===== src/hdl/brpd_pkg.sv =====
// Shared package for the byte ring buffer with packet drain.
// Holds default sizes, input codes and the controller/datapath command and status types.
// No dependencies.
`timescale 1ns / 1ps

package brpd_pkg;

    localparam int DEPTH_DEF  = 256;
    localparam int PACKET_DEF = 64;

    localparam int IN_DATA_W  = 16;
    localparam int IN_USER_W  = 1;
    localparam int OUT_DATA_W = 8;
    localparam int OUT_USER_W = 2;

    localparam logic ACT_BYTE  = 1'b0;
    localparam logic ACT_DRAIN = 1'b1;

    typedef struct packed {
        logic store;
        logic load;
        logic solo;
        logic step;
        logic refused;
    } brpd_cmd_t;

    typedef struct packed {
        logic full;
        logic empty;
        logic last;
    } brpd_sts_t;

endpackage


===== src/hdl/brpd_dp.sv =====
// Datapath of the byte ring buffer: byte store, write and read indexes,
// packet length, output byte register and flags.
// Depends on brpd_pkg.
`timescale 1ns / 1ps

module brpd_dp #(
    parameter int DEPTH  = brpd_pkg::DEPTH_DEF,
    parameter int PACKET = brpd_pkg::PACKET_DEF
) (
    input  logic                 clk,
    input  logic                 rst_n,
    input  brpd_pkg::brpd_cmd_t  cmd,
    input  logic [7:0]           data_byte,
    output brpd_pkg::brpd_sts_t  sts,
    output logic                 data_valid,
    output logic [7:0]           out_byte,
    output logic                 byte_refused
);
    import brpd_pkg::*;

    localparam int IW = $clog2(DEPTH);
    localparam int CW = $clog2(PACKET + 1);
    localparam int LW = (IW + 1 > CW) ? IW + 1 : CW;

    logic [7:0]    mem [DEPTH];
    logic [IW-1:0] w_reg;
    logic [IW-1:0] w_next;
    logic [IW-1:0] r_reg;
    logic [IW-1:0] r_next;
    logic [IW-1:0] cur_reg;
    logic [IW-1:0] cur_next;
    logic [CW-1:0] cnt_reg;
    logic [CW-1:0] cnt_next;
    logic          dvalid_reg;
    logic          dvalid_next;
    logic          refused_reg;
    logic          refused_next;
    logic [7:0]    rdata_reg;

    logic [IW-1:0] w_inc;
    logic [IW-1:0] cur_inc;
    logic [LW-1:0] span;
    logic [CW-1:0] len;
    logic [LW-1:0] r_sum;
    logic          rd_en;
    logic [IW-1:0] rd_addr;

    always_comb
    begin
        w_inc   = (w_reg == IW'(DEPTH - 1)) ? '0 : w_reg + 1'b1;
        cur_inc = (cur_reg == IW'(DEPTH - 1)) ? '0 : cur_reg + 1'b1;
        if (w_reg > r_reg)
        begin
            span = LW'(w_reg) - LW'(r_reg);
        end
        else
        begin
            span = LW'(DEPTH) - LW'(r_reg);
        end
        len   = (span > LW'(PACKET)) ? CW'(PACKET) : span[CW-1:0];
        r_sum = LW'(r_reg) + LW'(len);
    end

    assign sts.full  = (w_inc == r_reg);
    assign sts.empty = (w_reg == r_reg);
    assign sts.last  = (cnt_reg == CW'(1));

    assign rd_en   = cmd.load | cmd.step;
    assign rd_addr = cmd.load ? r_reg : cur_inc;

    always_comb
    begin
        w_next       = w_reg;
        r_next       = r_reg;
        cur_next     = cur_reg;
        cnt_next     = cnt_reg;
        dvalid_next  = dvalid_reg;
        refused_next = refused_reg;
        if (cmd.store)
        begin
            w_next = w_inc;
        end
        if (cmd.load)
        begin
            r_next       = (r_sum == LW'(DEPTH)) ? '0 : r_sum[IW-1:0];
            cur_next     = r_reg;
            cnt_next     = len;
            dvalid_next  = 1'b1;
            refused_next = cmd.refused;
        end
        else if (cmd.solo)
        begin
            cnt_next     = CW'(1);
            dvalid_next  = 1'b0;
            refused_next = 1'b1;
        end
        else if (cmd.step)
        begin
            cur_next = cur_inc;
            cnt_next = cnt_reg - 1'b1;
        end
    end

    always_ff @(posedge clk or negedge rst_n)
    begin
        if (!rst_n)
        begin
            w_reg       <= '0;
            r_reg       <= '0;
            cur_reg     <= '0;
            cnt_reg     <= '0;
            dvalid_reg  <= 1'b0;
            refused_reg <= 1'b0;
        end
        else
        begin
            w_reg       <= w_next;
            r_reg       <= r_next;
            cur_reg     <= cur_next;
            cnt_reg     <= cnt_next;
            dvalid_reg  <= dvalid_next;
            refused_reg <= refused_next;
        end
    end

    always_ff @(posedge clk)
    begin
        if (cmd.store)
        begin
            mem[w_reg] <= data_byte;
        end
        if (rd_en)
        begin
            rdata_reg <= mem[rd_addr];
        end
    end

    assign data_valid   = dvalid_reg;
    assign out_byte     = dvalid_reg ? rdata_reg : 8'h00;
    assign byte_refused = refused_reg;

endmodule


===== src/hdl/brpd_ctrl.sv =====
// Controller of the byte ring buffer: decodes each input transfer and
// sequences the packet bytes onto the output channel.
// Depends on brpd_pkg.
`timescale 1ns / 1ps

module brpd_ctrl (
    input  logic                 clk,
    input  logic                 rst_n,
    input  logic                 in_valid,
    output logic                 in_ready,
    input  logic                 action,
    input  logic                 endpoint_free,
    output logic                 out_valid,
    input  logic                 out_ready,
    input  brpd_pkg::brpd_sts_t  sts,
    output brpd_pkg::brpd_cmd_t  cmd
);
    import brpd_pkg::*;

    localparam logic ST_IDLE = 1'b0;
    localparam logic ST_OUT  = 1'b1;

    logic state_reg;
    logic state_next;
    logic in_xfer;

    assign in_ready  = (state_reg == ST_IDLE);
    assign out_valid = (state_reg == ST_OUT);
    assign in_xfer   = in_valid & in_ready;

    always_comb
    begin
        state_next  = state_reg;
        cmd         = '0;
        case (state_reg)
            ST_IDLE:
            begin
                if (in_xfer)
                begin
                    if (action == ACT_BYTE)
                    begin
                        if (!sts.full)
                        begin
                            cmd.store = 1'b1;
                        end
                        else if (endpoint_free)
                        begin
                            cmd.load    = 1'b1;
                            cmd.refused = 1'b1;
                            state_next  = ST_OUT;
                        end
                        else
                        begin
                            cmd.solo   = 1'b1;
                            state_next = ST_OUT;
                        end
                    end
                    else if (endpoint_free && !sts.empty)
                    begin
                        cmd.load   = 1'b1;
                        state_next = ST_OUT;
                    end
                end
            end
            ST_OUT:
            begin
                if (out_ready)
                begin
                    if (sts.last)
                    begin
                        state_next = ST_IDLE;
                    end
                    else
                    begin
                        cmd.step = 1'b1;
                    end
                end
            end
            default:
            begin
                state_next = ST_IDLE;
            end
        endcase
    end

    always_ff @(posedge clk or negedge rst_n)
    begin
        if (!rst_n)
        begin
            state_reg <= ST_IDLE;
        end
        else
        begin
            state_reg <= state_next;
        end
    end

endmodule


===== src/hdl/byte_ring_buffer_packet_drain_top.sv =====
// Top level of the byte ring buffer with packet drain.
// Joins brpd_ctrl and brpd_dp; depends on brpd_pkg.
//
// Input channel s_axis: tuser carries the kind of transfer (received byte or
// drain request), tdata the byte and the endpoint-free flag. Output channel
// m_axis: one transfer per packet byte, tlast on the final byte of a packet,
// tuser flags whether tdata holds a byte and whether the run stems from a
// refused byte.
// A received byte that fits is stored and the input stays ready for the next
// transfer. A drain request, or a byte refused on a full buffer, that yields
// a packet of n bytes holds the input until its last byte is taken: the
// first byte appears the cycle after the transfer and the next one follows
// in every cycle that the receiver takes one, paced by the registered read
// port of the byte store. A refused byte with the endpoint busy gives a
// single flag-only transfer. Drains that give no packet leave the input ready.
// While the receiver stalls, the output holds and no input is taken.
// Reset empties the buffer at once; the store itself needs no clearing.
`timescale 1ns / 1ps

module byte_ring_buffer_packet_drain_top #(
    parameter int DEPTH  = brpd_pkg::DEPTH_DEF,
    parameter int PACKET = brpd_pkg::PACKET_DEF
) (
    input  logic                               clk,
    input  logic                               rst_n,
    input  logic                               s_axis_tvalid,
    output logic                               s_axis_tready,
    input  logic [brpd_pkg::IN_DATA_W-1:0]     s_axis_tdata,  // data_byte, endpoint_free
    input  logic [brpd_pkg::IN_USER_W-1:0]     s_axis_tuser,  // action
    output logic                               m_axis_tvalid,
    input  logic                               m_axis_tready,
    output logic [brpd_pkg::OUT_DATA_W-1:0]    m_axis_tdata,  // out_byte
    output logic                               m_axis_tlast,
    output logic [brpd_pkg::OUT_USER_W-1:0]    m_axis_tuser   // data_valid, byte_refused
);
    import brpd_pkg::*;

    brpd_cmd_t  cmd;
    brpd_sts_t  sts;
    logic       data_valid;
    logic       byte_refused;

    brpd_ctrl u_ctrl (
        .clk           (clk),
        .rst_n         (rst_n),
        .in_valid      (s_axis_tvalid),
        .in_ready      (s_axis_tready),
        .action        (s_axis_tuser[0]),
        .endpoint_free (s_axis_tdata[8]),
        .out_valid     (m_axis_tvalid),
        .out_ready     (m_axis_tready),
        .sts           (sts),
        .cmd           (cmd)
    );

    brpd_dp #(
        .DEPTH  (DEPTH),
        .PACKET (PACKET)
    ) u_dp (
        .clk          (clk),
        .rst_n        (rst_n),
        .cmd          (cmd),
        .data_byte    (s_axis_tdata[7:0]),
        .sts          (sts),
        .data_valid   (data_valid),
        .out_byte     (m_axis_tdata),
        .byte_refused (byte_refused)
    );

    assign m_axis_tlast = sts.last;
    assign m_axis_tuser = {byte_refused, data_valid};

    a_no_overlap: assert property (@(posedge clk) disable iff (!rst_n)
        !(s_axis_tready && m_axis_tvalid))
        else $error("input taken while a packet is in flight");

    a_last_frees_input: assert property (@(posedge clk) disable iff (!rst_n)
        (m_axis_tvalid && m_axis_tready && m_axis_tlast) |=> s_axis_tready)
        else $error("input not reopened after final transfer");

    a_flag_only_run: assert property (@(posedge clk) disable iff (!rst_n)
        (m_axis_tvalid && !m_axis_tuser[0]) |-> (m_axis_tlast && m_axis_tuser[1]))
        else $error("flag-only transfer not a single refused result");

    a_drain_starts_output: assert property (@(posedge clk) disable iff (!rst_n)
        (s_axis_tvalid && s_axis_tready && s_axis_tuser[0] && s_axis_tdata[8]
         && !sts.empty) |=> m_axis_tvalid)
        else $error("drain with data and free endpoint gave no packet");

endmodule


===== config.mk =====
export PLATFORM = sky130hd
export DESIGN_NAME = byte_ring_buffer_packet_drain_top
export DESIGN_NICKNAME = d
export VERILOG_FILES = /design/src/hdl/brpd_pkg.sv /design/src/hdl/brpd_dp.sv /design/src/hdl/brpd_ctrl.sv /design/src/hdl/byte_ring_buffer_packet_drain_top.sv
export SDC_FILE = /design/constraint.sdc
export NUM_CORES = 2
export LEC_CHECK = 0
export BUFFER_PORTS_ARGS = -buffer_cell sky130_fd_sc_hd__buf_2
export CORE_UTILIZATION = 55
export DETAILED_ROUTE_END_ITERATION = 6
export PLACE_DENSITY_LB_ADDON = 0.05
export REMOVE_ABC_BUFFERS = 1
export SYNTH_ARGS = -nofsm -noshare
export SYNTH_HDL_FRONTEND = slang
export SYNTH_SLANG_ARGS = --single-unit

===== constraint.sdc =====
create_clock -name clk -period 13 [get_ports clk]
set_input_delay 1.95 -clock clk [delete_from_list [all_inputs] [get_ports clk]]
set_output_delay 1.95 -clock clk [all_outputs]
set_load 0.02 [all_outputs]

==> tab_implementation.tex <==
\begin{tabular}{lr}
\hline
Metric & Value \\
\hline
\multicolumn{2}{l}{\textbf{STA}} \\
Tightest Pin Transition & 1.28 ns \\
Post-route clock skew & 0.0307 ns \\
Total count of hold-check failures in the final report & 0 \\
Clock period minus worst slack & 7.95 ns \\
Portion of the clock cycle consumed by the worst path in the final layout & 61.2\% \\
Final setup fails & 0 \\
Worst Hold Margin & 0.512 ns \\
Unrepaired setup endpoints after global routing & no \\
Highest Clock Rate & 126 MHz \\
Relative slew margins & 14.2\% \\
Final max-slew violation count & 0 \\
\multicolumn{2}{l}{\textbf{Worst setup path}} \\
Worst-case reg-to-reg path depth & 15 \\
Required time at the worst-slack endpoint & 13.56 ns \\
Crit Reg-Reg Endpoint & u\_dp.rdata\_reg[0]\$\_DFFE\_PP\_ \\
Largest driver fanout on the critical path & 131 \\
Crit path DAT & 8.51 ns \\
Worst setup path class & register to register \\
Register-to-register setup slack & 5.05 ns \\
R2r startpoint & u\_dp.w\_reg[4]\$\_DFFE\_PN0P\_ \\
Type of element launching the critical path & register \\
CP Capture Type & register \\
\multicolumn{2}{l}{\textbf{Synth}} \\
Synth Cell Area & 0.0852 mm\^{}2 \\
Synthesized instance count & 6,413 \\
Post-synthesis area per instance & 13.3 um\^{}2 \\
Fraction of registers with async set or reset after synthesis & 1.63\% \\
Register area share after synthesis & 73.5\% \\
Flop and latch count out of synthesis & 2,090 \\
Number of enable flip-flop cells after synthesis & 2,056 \\
Prevailing post-synth register cell & edfxtp\_1 \\
Number of distinct library cells after synthesis & 87 \\
Total number of yosys warnings & 0 \\
\multicolumn{2}{l}{\textbf{Place}} \\
Detailed placement HPWL & 157,000 um \\
Port-buffer cells & 26 \\
Global placement routability congestion & 0.920 \\
Cell count after placement & 8,198 \\
Post-DP Area & 0.0872 mm\^{}2 \\
\multicolumn{2}{l}{\textbf{Cells and area}} \\
Commonest cells after routing, fill and taps aside & edfxtp\_1, nand2\_1, nand3\_1 \\
Final-stage net count & 6,409 \\
Max FFs per register & 2,048 \\
Layout-stage area growth over the synthesis result & 10.0\% \\
Finished Layout Cells & 8,590 \\
Fraction of final layout cells with drive strength greater than 1 & 7.78\% \\
Summed area of non-filler cells in the final layout & 0.0937 mm\^{}2 \\
Most common cell after layout, fill and taps aside & edfxtp\_1 \\
Register with the most flip-flops & u\_dp.mem \\
\multicolumn{2}{l}{\textbf{Die}} \\
I/O Pins & 34 \\
Height of the die & 396 um \\
Horiz. Die Dim & 396 um \\
Placeable Area & 0.154 mm\^{}2 \\
Starting utilization of the core area & 55.4\% \\
Die area & 0.156 mm\^{}2 \\
Placement row count & 144 \\
\multicolumn{2}{l}{\textbf{Route}} \\
DRT Pass-1 Iters & 7 \\
Final WL & 266,000 um \\
Number of remaining DRC errors & 0 \\
Number of vias per cell & 6.43 \\
Routed len/inst & 31.0 um \\
Number of routed nets with antenna violations & 0 \\
Routed via count & 55,204 \\
Starting DRT DRC Count & 7,593 \\
\multicolumn{2}{l}{\textbf{CTS}} \\
Cell at the root of the clock tree & clkbuf\_16 \\
Post-CTS Repair Setup Buffers & 0 \\
CTS resizes & 0 \\
Clock slew seen by the registers of the worst setup and hold paths & 0.06 ns \\
Clock tree from TritonCTS & yes \\
Sink count of the clock tree & 2,090 \\
Cts hold-fix bufs & 0 \\
Insertion delay of the later-clocked pin in the worst-skew pair & 0.86 ns \\
Clock tree buffer depth & 3 \\
Clock buffers created by TritonCTS & 207 \\
Maximum level of the CTS H-tree & 4 \\
\multicolumn{2}{l}{\textbf{Power}} \\
NetSw & 0.0108 W \\
Leakage component of the power & 31.7 nW \\
Internal Pwr Total & 0.0136 W \\
Post-route total power & 0.0243 W \\
Areal power density over the cells & 260 mW/mm\^{}2 \\
Clock power share & 23.8\% \\
Share of total power in sequential cells & 31.1\% \\
Switching portion of total power & 44.3\% \\
Portion of total power attributed to combinational logic & 45.1\% \\
Maximum ir drop on the vdd rail & 0.000314 V \\
\multicolumn{2}{l}{\textbf{Min path}} \\
Capture endpoint of the worst hold path & u\_dp.cnt\_reg[3]\$\_DFFE\_PN0P\_ \\
Startpoint of the worst hold path & u\_dp.cnt\_reg[3]\$\_DFFE\_PN0P\_ \\
Hold crit path type & register to register \\
Worst Hold Path Cells & 2 \\
\multicolumn{2}{l}{\textbf{Global routing}} \\
Initial antenna violation count & 12 \\
First-pass GRT wire length & 376,000 um \\
Global route overflow & 0 \\
Total global-route track usage & 33.8\% \\
Largest net degree at the start of global routing & 132 \\
Number of global-route vias before repair & 51,237 \\
\multicolumn{2}{l}{\textbf{Status}} \\
Outcome & finished, final reports clean \\
\multicolumn{2}{l}{\textbf{Run}} \\
Max Cap Violations & 0 \\
\hline
\end{tabular}
==> critical path, stage by stage, from the launching register on <==
cell      delay [ns]
dfrtp_1         0.72
nand4_1         0.91
o311ai_1        0.60
a31oi_1         0.16
o211a_4         0.23
a31oi_4         0.89
or2_4           0.52
buf_4           0.79
buf_12          0.57
mux2_2          0.41
a222oi_1        0.28
a21oi_1         0.15
o22ai_1         0.27
o21ai_0         0.26
a32oi_1         0.55
nor4_1          0.13
==> power by group through the flow <==
stage	Clock, W	Combinational, W	Sequential (W)
2_1_floorplan	0	0.00736	0.00768
5_1_grt	0.00606	0.0114	0.00758
3_5_place_dp	0	0.0107	0.00771
4_1_cts	0.00581	0.0107	0.00757
6_report	0.00579	0.0110	0.00757
3_3_place_gp	0	0.0106	0.00771
==> final cells by class <==
class,instances,area [um^2]
timing repair buffer,154,1250
clock buffer,269,5520
clock inverter,117,955
sequential,2090,62600
multi-input combinational,3883,20700
inverter,27,101
antenna,6,15.0
tap,2044,2560
fill,11824,60100
==> metrics by stage <==
stage,utilization (%),TNS (ns),worst slack (ns)
3_5_place_dp,56.7,0,4.83
6_report,60.9,0,5.05
5_1_grt,60.9,0,4.97
3_3_place_gp,56.7,0,4.83
4_1_cts,60.9,0,5.31
2_1_floorplan,-,-253.31,-29.25
==> routing by layer <==
layer	vias to the layer above	global-route usage (%)	wire length [um]
met2	3106	51.0	121000
met3	528	7.30	28200
met4	0	14.1	12100
met5	-	0	0
met1	27786	47.7	105000
li1	23784	-	-
==> how the worst max path moves through the flow <==
stage	cells past startpoint	from	endpoint	slack (ns)
floorplan	12	s_axis_tdata[8]	u_dp.rdata_reg[0]$_DFFE_PP_	-29.25
global placement	15	s_axis_tdata[8]	u_dp.rdata_reg[0]$_DFFE_PP_	4.83
detailed placement	14	s_axis_tdata[8]	u_dp.rdata_reg[2]$_DFFE_PP_	4.83
CTS	15	u_dp.w_reg[4]$_DFFE_PN0P_	u_dp.rdata_reg[0]$_DFFE_PP_	5.31
global route	15	u_dp.w_reg[4]$_DFFE_PN0P_	u_dp.rdata_reg[0]$_DFFE_PP_	4.97
finish	15	u_dp.w_reg[4]$_DFFE_PN0P_	u_dp.rdata_reg[0]$_DFFE_PP_	5.05
==> cells by family after synthesis <==
kind of cell,Yosys count,synth area share [%]
simple gates,2674,13.3
xor+xnor,25,0.266
compound gates,878,6.81
buf+inv,440,2.40
mux,281,3.33
flops,2090,73.5
fa+ha+maj,25,0.385
==> cell usage after synthesis (7+ instances only) <==
master	number	share of area, %
o22ai_1	67	0.49
nand2_1	1532	6.7
inv_1	26	0.11
a221o_1	10	0.12
and2_1	12	0.088
a31oi_1	79	0.58
o211ai_1	26	0.23
xor2_1	8	0.082
nand4_1	44	0.32
a32oi_1	51	0.52
a221oi_1	29	0.30
a21oi_1	297	1.7
buf_2	211	1.2
buf_1	46	0.20
a222oi_1	13	0.15
edfxtp_1	2056	72
nor3b_1	7	0.062
a21o_1	11	0.097
dfrtp_1	34	1.0
mux2_2	22	0.29
nor2_1	358	1.6
a2111oi_0	11	0.11
a211oi_1	28	0.25
and3_1	51	0.37
a32o_1	23	0.27
clkbuf_1	125	0.55
a22oi_1	40	0.35
ha_1	23	0.34
a311oi_1	20	0.21
nand3_1	547	3.2
nor4_1	21	0.15
or3_1	22	0.16
o221ai_1	15	0.15
nor3_1	43	0.25
buf_4	27	0.24
xnor2_1	16	0.16
o21ai_0	101	0.59
mux2i_1	259	3.0
No activity file was read; power rests on OpenSTA's default activity.
